--- src/rtl/bdc_pkg.sv ---
// ----------------------------------------------------------------------------
// bdc_pkg
// Shared constants for the backlight duty controller: field widths,
// register indexes, reset values and stream layouts.
// ----------------------------------------------------------------------------
package bdc_pkg;

    localparam int DUTY_W     = 30;
    localparam int SCALE_W    = 16;
    localparam int LEVEL_W    = 16;
    localparam int BYTE_W     = 8;
    localparam int PROD_W     = BYTE_W + DUTY_W;
    localparam int PCT_W      = 7;
    localparam int DVS_W      = SCALE_W + PCT_W;
    localparam int SUM_W      = PROD_W + 1;

    localparam int LEVEL_COUNT_DEFAULT = 256;

    localparam int CFG_IDX_W  = 3;
    localparam int CFG_DATA_W = 30;

    localparam logic [CFG_IDX_W-1:0] CFG_PERIOD     = 3'd0;
    localparam logic [CFG_IDX_W-1:0] CFG_LTH        = 3'd1;
    localparam logic [CFG_IDX_W-1:0] CFG_SCALE      = 3'd2;
    localparam logic [CFG_IDX_W-1:0] CFG_USE_TABLE  = 3'd3;
    localparam logic [CFG_IDX_W-1:0] CFG_ACTIVE_LOW = 3'd4;
    localparam logic [CFG_IDX_W-1:0] CFG_PIN_PRES   = 3'd5;

    localparam logic [DUTY_W-1:0]  PERIOD_RESET = 30'd1000000;
    localparam logic [DUTY_W-1:0]  LTH_RESET    = 30'd0;
    localparam logic [SCALE_W-1:0] SCALE_RESET  = 16'd100;

    localparam logic [PCT_W-1:0] DIM_DIVISOR = 7'd100;

    localparam logic MODE_TABLE  = 1'b0;
    localparam logic MODE_UPDATE = 1'b1;

    localparam int S_TDATA_W = 40;
    localparam int M_TDATA_W = 32;

endpackage

--- src/rtl/bdc_ram.sv ---
// ----------------------------------------------------------------------------
// bdc_ram
// Generic single-write, single-read synchronous RAM with a registered read.
// ----------------------------------------------------------------------------
module bdc_ram #(
    parameter int WIDTH = bdc_pkg::LEVEL_W,
    parameter int DEPTH = bdc_pkg::LEVEL_COUNT_DEFAULT
) (
    input  logic                     clk,
    input  logic                     we,
    input  logic [$clog2(DEPTH)-1:0] waddr,
    input  logic [WIDTH-1:0]         wdata,
    input  logic [$clog2(DEPTH)-1:0] raddr,
    output logic [WIDTH-1:0]         rdata
);

    logic [WIDTH-1:0] mem [DEPTH];

    always_ff @(posedge clk)
    begin
        if (we)
        begin
            mem[waddr] <= wdata;
        end
        rdata <= mem[raddr];
    end

endmodule

--- src/rtl/bdc_divider.sv ---
// ----------------------------------------------------------------------------
// bdc_divider
// Restoring divider that produces one quotient bit per cycle.
// ----------------------------------------------------------------------------
module bdc_divider #(
    parameter int DVD_W = bdc_pkg::PROD_W,
    parameter int DVS_W = bdc_pkg::DVS_W
) (
    input  logic             clk,
    input  logic             rst_n,
    input  logic             start,
    input  logic [DVD_W-1:0] dividend,
    input  logic [DVS_W-1:0] divisor,
    output logic             done,
    output logic [DVD_W-1:0] quotient
);

    localparam int CNT_W = $clog2(DVD_W);
    localparam logic [CNT_W-1:0] CNT_LAST = CNT_W'(DVD_W - 1);

    logic             busy_reg;
    logic             done_reg;
    logic [CNT_W-1:0] cnt_reg;
    logic [DVS_W-1:0] rem_reg;
    logic [DVD_W-1:0] quo_reg;
    logic [DVS_W-1:0] dvs_reg;

    logic [DVS_W:0]   trial;
    logic [DVS_W:0]   trial_sub;
    logic             fits;

    assign trial     = {rem_reg, quo_reg[DVD_W-1]};
    assign trial_sub = trial - {1'b0, dvs_reg};
    assign fits      = trial >= {1'b0, dvs_reg};

    always_ff @(posedge clk or negedge rst_n)
    begin
        if (!rst_n)
        begin
            busy_reg <= 1'b0;
            done_reg <= 1'b0;
            cnt_reg  <= '0;
        end
        else
        begin
            done_reg <= 1'b0;
            if (start)
            begin
                busy_reg <= 1'b1;
                cnt_reg  <= '0;
            end
            else if (busy_reg)
            begin
                cnt_reg <= cnt_reg + 1'b1;
                if (cnt_reg == CNT_LAST)
                begin
                    busy_reg <= 1'b0;
                    done_reg <= 1'b1;
                end
            end
        end
    end

    always_ff @(posedge clk)
    begin
        if (start)
        begin
            rem_reg <= '0;
            quo_reg <= dividend;
            dvs_reg <= divisor;
        end
        else if (busy_reg)
        begin
            rem_reg <= fits ? trial_sub[DVS_W-1:0] : trial[DVS_W-1:0];
            quo_reg <= {quo_reg[DVD_W-2:0], fits};
        end
    end

    assign done     = done_reg;
    assign quotient = quo_reg;

endmodule

--- src/rtl/backlight_duty_controller.sv ---
// ----------------------------------------------------------------------------
// backlight_duty_controller
// Turns brightness requests into PWM duty values and drives power state.
// ----------------------------------------------------------------------------
// After reset the block sweeps the level table to zero, one entry per cycle,
// and accepts no stream item until that is done; configuration writes are
// taken at any time but should be made only while the block is idle. Items
// are handled one at a time. The result of a table write, or of an update
// whose brightness ends up zero, passes through ST_DONE into the output
// register. An update with a positive brightness reads the level table once
// in ST_READ and then runs a bit-serial divider over a 38-bit dividend in
// ST_DIV before its result passes through ST_DONE into the output register.
// In both cases the next item is accepted at the earliest when the result
// is loaded into the output register, whether or not the result has been
// taken. The output register lets a new item enter while a result waits.
// ----------------------------------------------------------------------------
module backlight_duty_controller #(
    parameter int LEVEL_COUNT = bdc_pkg::LEVEL_COUNT_DEFAULT
) (
    input  logic                            clk,
    input  logic                            rst_n,

    // Configuration write channel.
    input  logic                            cfg_valid,
    output logic                            cfg_ready,
    input  logic [bdc_pkg::CFG_IDX_W-1:0]   cfg_index,
    input  logic [bdc_pkg::CFG_DATA_W-1:0]  cfg_data,

    input  logic                            s_tvalid,
    output logic                            s_tready,
    // entry_index[7:0], entry_value[23:8], brightness[31:24],
    // power_unblank[32], fb_unblank[33], core_blank[34], zero[39:35]
    input  logic [bdc_pkg::S_TDATA_W-1:0]   s_tdata,
    // mode[0]
    input  logic                            s_tuser,

    output logic                            m_tvalid,
    input  logic                            m_tready,
    // duty_ns[29:0], pwm_running[30], enable_pin[31]
    output logic [bdc_pkg::M_TDATA_W-1:0]   m_tdata,
    // duty_written[0]
    output logic                            m_tuser
);

    localparam int ADDR_W = $clog2(LEVEL_COUNT);
    localparam logic [ADDR_W-1:0] ADDR_LAST = ADDR_W'(LEVEL_COUNT - 1);

    localparam int ST_W = 3;
    localparam logic [ST_W-1:0] ST_CLEAR = 3'd0;
    localparam logic [ST_W-1:0] ST_IDLE  = 3'd1;
    localparam logic [ST_W-1:0] ST_READ  = 3'd2;
    localparam logic [ST_W-1:0] ST_DIV   = 3'd3;
    localparam logic [ST_W-1:0] ST_DONE  = 3'd4;

    // Configuration registers.
    logic [bdc_pkg::DUTY_W-1:0]  period_reg;
    logic [bdc_pkg::DUTY_W-1:0]  lth_reg;
    logic [bdc_pkg::SCALE_W-1:0] scale_reg;
    logic                        use_table_reg;
    logic                        active_low_reg;
    logic                        pin_present_reg;

    // Control state.
    logic [ST_W-1:0]   state_reg,   state_next;
    logic [ADDR_W-1:0] clr_cnt_reg, clr_cnt_next;
    logic              powered_reg, powered_next;
    logic              pin_reg,     pin_next;
    logic              m_tvalid_reg, m_tvalid_next;

    // Payload registers.
    logic [bdc_pkg::BYTE_W-1:0] bright_reg, bright_next;
    logic                       dim_reg,    dim_next;
    logic [bdc_pkg::DUTY_W-1:0] res_duty_reg, res_duty_next;
    logic                       res_written_reg, res_written_next;
    logic [bdc_pkg::DUTY_W-1:0] out_duty_reg;
    logic                       out_written_reg;
    logic                       out_running_reg;
    logic                       out_pin_reg;
    logic                       out_load;

    // Input fields.
    logic [bdc_pkg::BYTE_W-1:0]  in_entry_index;
    logic [bdc_pkg::LEVEL_W-1:0] in_entry_value;
    logic [bdc_pkg::BYTE_W-1:0]  in_brightness;
    logic                        in_power_unblank;
    logic                        in_fb_unblank;
    logic                        in_core_blank;
    logic                        in_accept;
    logic                        bright_pos;

    // Table access.
    logic                        ram_we;
    logic [ADDR_W-1:0]           ram_waddr;
    logic [bdc_pkg::LEVEL_W-1:0] ram_wdata;
    logic [ADDR_W-1:0]           ram_raddr;
    logic [bdc_pkg::LEVEL_W-1:0] ram_rdata;
    logic [31:0]                 wr_idx;
    logic [31:0]                 rd_idx;

    // Arithmetic.
    logic                         dim_now;
    logic [bdc_pkg::BYTE_W-1:0]   mul_a;
    logic [bdc_pkg::DUTY_W-1:0]   mul_b;
    logic [bdc_pkg::DUTY_W-1:0]   span;
    logic [bdc_pkg::SCALE_W-1:0]  scale_eff;
    logic [bdc_pkg::PROD_W-1:0]   div_dividend;
    logic [bdc_pkg::DVS_W-1:0]    div_divisor;
    logic                         div_start;
    logic                         div_done;
    logic [bdc_pkg::PROD_W-1:0]   div_quotient;
    logic [bdc_pkg::SUM_W-1:0]    duty_sum;
    logic [bdc_pkg::DUTY_W-1:0]   duty_sat;

    assign in_entry_index   = s_tdata[7:0];
    assign in_entry_value   = s_tdata[23:8];
    assign in_brightness    = s_tdata[31:24];
    assign in_power_unblank = s_tdata[32];
    assign in_fb_unblank    = s_tdata[33];
    assign in_core_blank    = s_tdata[34];

    assign s_tready  = (state_reg == ST_IDLE);
    assign in_accept = s_tvalid && s_tready;
    assign cfg_ready = 1'b1;

    assign bright_pos = in_power_unblank && in_fb_unblank && !in_core_blank
                        && (in_brightness != '0);

    // ------------------------------------------------------------------
    // Level table
    // ------------------------------------------------------------------
    assign wr_idx = 32'(in_entry_index);
    assign rd_idx = (32'(in_brightness) < LEVEL_COUNT) ? 32'(in_brightness)
                                                       : 32'(LEVEL_COUNT - 1);
    assign ram_raddr = rd_idx[ADDR_W-1:0];

    always_comb
    begin
        if (state_reg == ST_CLEAR)
        begin
            ram_we    = 1'b1;
            ram_waddr = clr_cnt_reg;
            ram_wdata = '0;
        end
        else
        begin
            ram_we    = in_accept && (s_tuser == bdc_pkg::MODE_TABLE)
                        && (wr_idx < LEVEL_COUNT);
            ram_waddr = wr_idx[ADDR_W-1:0];
            ram_wdata = in_entry_value;
        end
    end

    bdc_ram #(
        .WIDTH (bdc_pkg::LEVEL_W),
        .DEPTH (LEVEL_COUNT)
    ) u_level_ram (
        .clk   (clk),
        .we    (ram_we),
        .waddr (ram_waddr),
        .wdata (ram_wdata),
        .raddr (ram_raddr),
        .rdata (ram_rdata)
    );

    // ------------------------------------------------------------------
    // Divider operands, from the table word read in ST_READ or the brightness
    // ------------------------------------------------------------------
    assign dim_now   = use_table_reg && (ram_rdata[15:8] != '0);
    assign span      = (period_reg > lth_reg) ? (period_reg - lth_reg) : '0;
    assign scale_eff = (scale_reg == '0) ? bdc_pkg::SCALE_W'(1) : scale_reg;

    always_comb
    begin
        if (dim_now)
        begin
            mul_a       = ram_rdata[15:8];
            mul_b       = period_reg;
            div_divisor = bdc_pkg::DVS_W'(scale_eff)
                          * bdc_pkg::DVS_W'(bdc_pkg::DIM_DIVISOR);
        end
        else
        begin
            mul_a       = use_table_reg ? ram_rdata[7:0] : bright_reg;
            mul_b       = span;
            div_divisor = bdc_pkg::DVS_W'(scale_eff);
        end
    end

    assign div_dividend = bdc_pkg::PROD_W'(mul_a) * bdc_pkg::PROD_W'(mul_b);

    bdc_divider #(
        .DVD_W (bdc_pkg::PROD_W),
        .DVS_W (bdc_pkg::DVS_W)
    ) u_divider (
        .clk      (clk),
        .rst_n    (rst_n),
        .start    (div_start),
        .dividend (div_dividend),
        .divisor  (div_divisor),
        .done     (div_done),
        .quotient (div_quotient)
    );

    assign duty_sum = {1'b0, div_quotient}
                      + (dim_reg ? '0 : bdc_pkg::SUM_W'(lth_reg));
    assign duty_sat = (duty_sum > bdc_pkg::SUM_W'(period_reg))
                      ? period_reg : duty_sum[bdc_pkg::DUTY_W-1:0];

    // ------------------------------------------------------------------
    // Sequencer
    // ------------------------------------------------------------------
    assign out_load = (state_reg == ST_DONE) && (!m_tvalid_reg || m_tready);

    always_comb
    begin
        state_next       = state_reg;
        clr_cnt_next     = clr_cnt_reg;
        powered_next     = powered_reg;
        pin_next         = pin_reg;
        bright_next      = bright_reg;
        dim_next         = dim_reg;
        res_duty_next    = res_duty_reg;
        res_written_next = res_written_reg;
        div_start        = 1'b0;
        m_tvalid_next    = m_tvalid_reg && !m_tready;

        case (state_reg)
            ST_CLEAR:
            begin
                clr_cnt_next = clr_cnt_reg + 1'b1;
                if (clr_cnt_reg == ADDR_LAST)
                begin
                    state_next = ST_IDLE;
                end
            end
            ST_IDLE:
            begin
                if (in_accept)
                begin
                    res_duty_next    = '0;
                    res_written_next = 1'b0;
                    state_next       = ST_DONE;
                    if (s_tuser == bdc_pkg::MODE_UPDATE)
                    begin
                        if (bright_pos)
                        begin
                            bright_next = in_brightness;
                            state_next  = ST_READ;
                        end
                        else if (powered_reg)
                        begin
                            res_written_next = 1'b1;
                            powered_next     = 1'b0;
                            if (pin_present_reg)
                            begin
                                pin_next = active_low_reg;
                            end
                        end
                    end
                end
            end
            ST_READ:
            begin
                div_start  = 1'b1;
                dim_next   = dim_now;
                state_next = ST_DIV;
            end
            ST_DIV:
            begin
                if (div_done)
                begin
                    res_duty_next    = duty_sat;
                    res_written_next = 1'b1;
                    powered_next     = 1'b1;
                    if (!powered_reg && pin_present_reg)
                    begin
                        pin_next = !active_low_reg;
                    end
                    state_next = ST_DONE;
                end
            end
            ST_DONE:
            begin
                if (out_load)
                begin
                    m_tvalid_next = 1'b1;
                    state_next    = ST_IDLE;
                end
            end
            default:
            begin
                state_next = ST_IDLE;
            end
        endcase
    end

    always_ff @(posedge clk or negedge rst_n)
    begin
        if (!rst_n)
        begin
            state_reg       <= ST_CLEAR;
            clr_cnt_reg     <= '0;
            powered_reg     <= 1'b0;
            pin_reg         <= 1'b0;
            m_tvalid_reg    <= 1'b0;
            period_reg      <= bdc_pkg::PERIOD_RESET;
            lth_reg         <= bdc_pkg::LTH_RESET;
            scale_reg       <= bdc_pkg::SCALE_RESET;
            use_table_reg   <= 1'b1;
            active_low_reg  <= 1'b0;
            pin_present_reg <= 1'b1;
        end
        else
        begin
            state_reg    <= state_next;
            clr_cnt_reg  <= clr_cnt_next;
            powered_reg  <= powered_next;
            pin_reg      <= pin_next;
            m_tvalid_reg <= m_tvalid_next;
            if (cfg_valid && cfg_ready)
            begin
                case (cfg_index)
                    bdc_pkg::CFG_PERIOD:     period_reg      <= cfg_data;
                    bdc_pkg::CFG_LTH:        lth_reg         <= cfg_data;
                    bdc_pkg::CFG_SCALE:      scale_reg       <= cfg_data[15:0];
                    bdc_pkg::CFG_USE_TABLE:  use_table_reg   <= cfg_data[0];
                    bdc_pkg::CFG_ACTIVE_LOW: active_low_reg  <= cfg_data[0];
                    bdc_pkg::CFG_PIN_PRES:   pin_present_reg <= cfg_data[0];
                    default:
                    begin
                    end
                endcase
            end
        end
    end

    always_ff @(posedge clk)
    begin
        bright_reg      <= bright_next;
        dim_reg         <= dim_next;
        res_duty_reg    <= res_duty_next;
        res_written_reg <= res_written_next;
        if (out_load)
        begin
            out_duty_reg    <= res_duty_reg;
            out_written_reg <= res_written_reg;
            out_running_reg <= powered_reg;
            out_pin_reg     <= pin_reg;
        end
    end

    assign m_tvalid = m_tvalid_reg;
    assign m_tdata  = {out_pin_reg, out_running_reg, out_duty_reg};
    assign m_tuser  = out_written_reg;

    // ------------------------------------------------------------------
    // Assertions
    // ------------------------------------------------------------------
    a_idle_zero_duty: assert property (@(posedge clk) disable iff (!rst_n)
        m_tvalid_reg && !out_written_reg |-> out_duty_reg == '0)
        else $error("Duty is nonzero on a result that writes no duty.");

    a_duty_in_period: assert property (@(posedge clk) disable iff (!rst_n)
        m_tvalid_reg |-> out_duty_reg <= period_reg)
        else $error("Duty exceeds the PWM period.");

    a_div_done_state: assert property (@(posedge clk) disable iff (!rst_n)
        div_done |-> state_reg == ST_DIV)
        else $error("Divider finished outside the divide state.");

    a_one_item: assert property (@(posedge clk) disable iff (!rst_n)
        in_accept |=> !s_tready)
        else $error("A second item was taken before the first one finished.");

endmodule
--- config.mk ---
export PLATFORM = sky130hd
export DESIGN_NAME = backlight_duty_controller
export DESIGN_NICKNAME = d
export VERILOG_FILES = /design/src/rtl/bdc_pkg.sv /design/src/rtl/bdc_ram.sv /design/src/rtl/bdc_divider.sv /design/src/rtl/backlight_duty_controller.sv
export SDC_FILE = /design/constraint.sdc
export NUM_CORES = 2
export LEC_CHECK = 0
export BUFFER_PORTS_ARGS = -buffer_cell sky130_fd_sc_hd__buf_2
export CAP_MARGIN = 20
export CORE_ASPECT_RATIO = 1.75
export CORE_MARGIN = 2
export CORE_UTILIZATION = 30
export CTS_CLUSTER_DIAMETER = 60
export DETAILED_ROUTE_END_ITERATION = 6
export PLACE_DENSITY = 0.5
export SETUP_SLACK_MARGIN = 0.4
export SLEW_MARGIN = 20
export SYNTH_ARGS = -nofsm -noshare
export SYNTH_HDL_FRONTEND = slang
export SYNTH_SLANG_ARGS = --single-unit
--- constraint.sdc ---
create_clock -name clk -period 8.9 [get_ports clk]
set_input_delay 1.335 -clock clk [delete_from_list [all_inputs] [get_ports clk]]
set_output_delay 1.335 -clock clk [all_outputs]
set_load 0.005 [all_outputs]
# Yosys cells after proc, flatten, opt, wreduce, memory -nomap -nowiden

Memories as Yosys holds them, arrays and structs flattened. A register that Yosys moved wholly into a read port is not among the register bits.
Cells that the tools add are included.

Add/sub/neg operators: 5
Multiply operators: 2
Muxes and demuxes: 55
Magnitude comparators: 4
Bitwise operators: 1
Reduce and logical (&&, ||, !) cells: 34
Eq/ne operators: 20

Operators by type and width:

| operator                                           | count |
|---|---|
| two-way mux 30 bit                                 | 6 |
| two-way mux 38 bit                                 | 2 |
| one-hot mux 30 bit (2 select lines)                | 1 |
| two-way mux 16 bit                                 | 3 |
| adder 38 x 30 -> 39 bit                            | 1 |
| > comparator 39 x 30 -> 1 bit                      | 1 |
| multiplier 8 x 30 -> 38 bit                        | 1 |
| > comparator 30 bit                                | 1 |
| subtractor 30 bit                                  | 1 |
| two-way mux 1 bit                                  | 27 |
| greater-or-equal comparator 24 x 23 -> 1 bit       | 1 |
| two-way mux 8 bit                                  | 3 |
| two-way mux 23 bit                                 | 1 |
| subtractor 23 bit                                  | 1 |
| multiplier 16 x 5 -> 21 bit, second input constant | 1 |
| two-way mux 3 bit                                  | 6 |
| zero test 16 bit                                   | 1 |
| nonzero test 8 bit                                 | 2 |
| one-hot mux 3 bit (5 select lines)                 | 1 |
| == test 3 x 2 -> 1 bit, second input constant      | 4 |
| two-way mux 6 bit                                  | 2 |
| != test 2 x 1 -> 1 bit, second input constant      | 6 |
| AND reduction 2 bit                                | 6 |
| logical AND 1 bit                                  | 10 |
| other kinds (18)                                   | 32 |

Word-level logic and storage cells: 149
Register bits: 258
Input bits: 79
Memories: 1
Memory bits (writable): 4096
Output and inout bits: 36

Memory list:

| memory          | words | bits a word | rd ports | clocked after Yosys merged registers in | write ports | RTL line      | RTL |
|---|---|---|---|---|---|---|---|
| u_level_ram.mem | 256   | 16          | 1        | 1                                       | 1           | bdc_ram.sv:17 | `logic [WIDTH-1:0] mem [DEPTH];` |

# Depth between registers and ports, before layout

Depth after elaboration: 7
Mapped depth: 34
Mapped depth without buffers: 33

# By module

A second synthesis with hierarchy kept.

Cells, all modules: 10280
Area total of the unflattened synthesis: 184378.1 um^2

Modules (own cells, without submodules):

| module                    | area each (um^2) | cells an instance | seq. area each (um^2) | times used |
|---|---|---|---|---|
| bdc_ram                   | 158714.7         | 7360              | 123318.3              | 1 |
| backlight_duty_controller | 20574.7          | 2452              | 4534.3                | 1 |
| bdc_divider               | 5088.6           | 468               | 2492.4                | 1 |

# Worst setup path after synthesis

Ideal clock, no wire load.

Path type: register to register
From: reg period_reg[0] in the netlist's numbering
To: reg u_divider.quo_reg[36] (netlist: u_divider.quotient[36]) (data pin)
Setup slack: 1.225 ns
Stages on the path, launching flop included: 33
Arrival time: 7.407 ns
Data required time: 8.632 ns
Clock period less this slack: 7.675 ns
Path buffers: 1
Setup time: 0.268 ns
Path through: dfrtp_1 > inv_1 > ha_1 > inv_1 > fa_1 > a21o_1 > a21oi_1 > o221ai_1 > nand3_1 > a21oi_1 > nor4b_1 > a21o_1 > o21ai_2 > clkbuf_1 > a22oi_1 > nor2_1 > fa_1 > fa_1 > fa_1 > inv_1 > fa_1 > inv_1 > ha_1 > a21oi_1 > nor2_1 > a2111oi_0 > a21oi_1 > o31a_1 > o221ai_1 > o21ai_0 > a21oi_1 > xnor2_1 > o21ai_0

Cells in the longest elaborated chain, start to end: 5
Elaborated cells on any way between the ends: 6
Classes of those cells: add/sub (1); mul (1); order compare (1); mux (3)

Ends and longest elaborated chain:

| element                                                         | RTL line                         | RTL |
|---|---|---|
| start: declaration                                              | backlight_duty_controller.sv:56  | `logic [bdc_pkg::DUTY_W-1:0] period_reg;` |
| start signal: assignment                                        | backlight_duty_controller.sv:306 | `period_reg <= bdc_pkg::PERIOD_RESET;` |
| start signal: assignment                                        | backlight_duty_controller.sv:323 | `bdc_pkg::CFG_PERIOD: period_reg <= cfg_data;` |
| subtractor 30 bit / > comparator 30 bit (equally long branches) | backlight_duty_controller.sv:169 | `assign span = (period_reg > lth_reg) ? (period_reg - lth_reg) : '0;` |
| two-way mux 30 bit                                              | backlight_duty_controller.sv:169 |  |
| two-way mux 30 bit *                                            | backlight_duty_controller.sv:174 | `if (dim_now)` |
| multiplier 8 x 30 -> 38 bit *                                   | backlight_duty_controller.sv:189 | `assign div_dividend = bdc_pkg::PROD_W'(mul_a) * bdc_pkg::PROD_W'(mul_b);` |
| two-way mux 38 bit *                                            | bdc_divider.sv:66                | `if (start)` |
| end signal: assignment                                          | bdc_divider.sv:69                | `quo_reg <= dividend;` |
| end signal: assignment                                          | bdc_divider.sv:75                | `quo_reg <= {quo_reg[DVD_W-2:0], fits};` |
| end: declaration                                                | bdc_divider.sv:25                | `logic [DVD_W-1:0] quo_reg;` |

Every way passes the cells marked *; elsewhere a longest branch is shown, timed or not.
A chain may end at the register's enable or synchronous reset.

# Worst setup path in the final report

From: reg period_reg[10] in the netlist's numbering
To: reg u_divider.quo_reg[36] (netlist: u_divider.quotient[36]) (data pin)

The elaborated chain is that of the path after synthesis.

==> metrics <==
Worst Path Buf+Inv=6; Top FF cell, synth=edfxtp_1; Crit Reg-Reg Startpoint=period_reg[10]; mux cell area share after synthesis=17.1%; Setup CP Type=reg -> reg; sequential element share of the synthesized area=between 70% and 80%; Avg WL per Cell=between 20 and 30 µm; Pleak=0.0675 µW; Final Setup Violations=0; RSZ-0062 raised after global routing=false; Comb power frac=between 20% and 30%; Port Buffer Count=approximately 110; Clk pwr share=29.0%; CP max stage delay=around 0.76 ns; Reg with most FFs=u_level_ram.mem; DRC viols=0; maxcap violations=0; worst min-delay path startpoint=res_written_reg; share of layout cells above drive strength 1=between 20% and 30%; max reg flops=roughly 4,100; Hold Crit Class=reg -> reg; number of synthesized flops with an enable pin=approximately 4,200; Hold Path Cell Cnt=0; synthesized area=~180,000 µm²; main combinational cell family by area after synthesis=multiplexers; Slowest cell on crit path=nor4_1; clock sink count=4,370; slew margin rel.=around 17%; num rows=378; Fin. Hold Viols=0; clock buffer depth=4; clock skew=about 0.052 ns; Fmax=between 0.1 and 0.15 GHz; DRT Pass-1 Iters=5; period utilisation layout=93.2%; Worst-path clk slew=around 0.070 ns; Power Total=between 50,000 and 60,000 µW; CP endpoint kind=register; Core Util, Final=between 30% and 40%; DP HPWL=between 300 and 400 mm; commonest non-fill, non-tap cell in the layout=edfxtp_1; run status=finished, final reports clean; via count=89,900; Net Count, Synth=between 9,000 and 10,000; Synth Area in XOR/XNOR=less than 1%; internal power=40,000 µW; Slew Limit Fails=0; Top delay family on crit path=adder cells; flop and latch count out of synthesis=between 4,000 and 5,000; GR Overflow Total=0; Peak VDD IR=between 0.0003 and 0.0004 V; nets@finish=~10,000; H-tree depth=5; crit path DAT=8.94 ns; Power Density=approximately 280 nW/µm²; synthesis-to-finish area growth=14.2%; clk root buf=clkbuf_16; sequential share of power=a little over two fifths; overall routed net length=approximately 500 mm; Final GP Congestion=~0.84; initial cell density of the core=30.1%; Die H=1.03 mm; Synth Area in Compound Gates=under 10%; TritonCTS Buffers=~390; Sw Ratio=approximately a third; TritonCTS clock tree=done; DRT iter0 DRCs=~8,000; reg2reg setup slack=0.61 ns; worst-case reg-to-reg path depth=31; reg2reg end=u_divider.quotient[36]; async set or reset register ratio after synthesis=2.31%; worst-margin pin slew=between 1 and 1.5 ns; Mapped Cells=9,097; synth unique cells=between 90 and 100; GRT Total Usage=between 10% and 20%; CTS hold repair buffers=0; Yosys warning count=0; critical path launch point type=register; Post-Synth Adder-Cell Area=approximately 3.6%; antenna viol nets, final=0; Max Fanout on Critical Path=9; post-route minimum period=a little over 8 ns; num ports=around 120; WHS Endpoint=m_tuser; largest net degree at the start of global routing=between 150 and 200; syn avg cell area=about 20 µm²; die area=614,000 µm²; Worst Path Required=between 9 and 10 ns; vias in the first global route=about 96,000; Synth Area in Simple Gates=roughly 3.1%; Worst path most repeated cell=fa_1; Net Switching=between 15,000 and 20,000 µW; first-pass GRT wire length=between 700 and 800 mm; initial antenna violation count=38; worst skew pair latency=0.97 ns; vias per inst=approximately 5; Die X=about 590 µm; total core area=about 600,000 µm²; most frequent cells in the layout=edfxtp_1 (4,230), mux4_2 (1,331), nor2_1 (482)
-- logic make-up after synthesis --
group / after synthesis
flip-flops: 4370
multiplexers: 1439
AND/OR/NAND/NOR: 1278
buffers and inverters: 810
AO/OA/AOI/OAI: 671
adder cells (fa/ha/maj): 415
XOR/XNOR: 113
other: 1
-- power by group through the flow --
stage               registers, µW  logic (µW)  clock network, µW
finish                      25500       15800              16900
global route                25600       17500              18000
CTS                         25500       15900              17300
detailed placement          26000       15800                  0
global placement            25900       15500                  0
floorplan                   26300        9900                  0
-- worst max-delay path by stage --
stage	slack, ns	endpoint	cells past startpoint	startpoint
floorplan	1.22	u_divider.quotient[36]	32	period_reg[0]
global placement	-0.43	u_divider.quotient[36]	36	period_reg[0]
detailed placement	-0.14	u_divider.quotient[36]	35	period_reg[0]
CTS	0.41	u_divider.quotient[37]	36	period_reg[0]
global route	0.36	u_divider.quotient[37]	37	period_reg[0]
finish	0.61	u_divider.quotient[36]	31	period_reg[10]
-- synthesized netlist by cell type (26+ instances only) --
cell type	n	area (µm²)
inv_1	355	1330
a21oi_1	162	811
or2_2	35	219
nand3_1	35	175
a21o_1	74	556
dfrtp_1	89	2230
xor2_1	49	429
dfxtp_1	39	781
o21ai_0	217	1090
edfxtp_1	4230	127000
ha_1	233	2920
nor2b_1	38	238
nand4_1	26	163
nand2_1	356	1340
nor2_1	588	2210
buf_2	126	631
nand2b_1	37	231
clkbuf_1	271	1020
mux4_2	1331	30000
buf_1	36	135
fa_1	182	3640
and2_1	28	175
mux2i_1	86	861
xnor2_1	64	561
nor3_1	42	210
a211oi_1	38	285
-- metal layers --
metal | vias to the layer above | wire, µm | GRT usage (%)
met2 | 2439 | 282000 | 31.2
met5 | - | 26 | 0
met1 | 48800 | 182000 | 18.3
met3 | 767 | 21800 | 1.66
met4 | 4 | 24300 | 7.37
li1 | 37800 | - | -
-- per-stage QoR --
stage / worst slack, ns / TNS, ns / area [µm²] / hold slack, ns / std cells
after floorplan: 1.22 / 0 / 182000 / 0.400 / 9097
after global placement: -0.426 / -1.51 / 195000 / 0.403 / 17200
after detailed placement: -0.138 / -0.213 / 195000 / 0.406 / 17200
after CTS: 0.406 / 0 / 208000 / 0.420 / 17900
after global routing: 0.359 / 0 / 208000 / 0.429 / 17900
final: 0.610 / 0 / 208000 / 0.417 / 18000
-- what timing repair did --
item,4_1_cts,5_1_grt
buffers inserted,0,12
gates resized for setup,10,21
pin swaps,0,3
endpoints found under the setup margin,14,12
-- cell type report --
type | count | area [µm²]
clock inverters | 227 | 2200
clock buffers | 482 | 10300
multi-input cells | 3917 | 49200
flip-flops and latches | 4370 | 130000
diodes | 36 | 90.1
inverters | 356 | 1340
fillers | 56400 | 397000
well taps | 7980 | 9980
repair buffers | 587 | 4740
(Power assumes the default switching activity.)
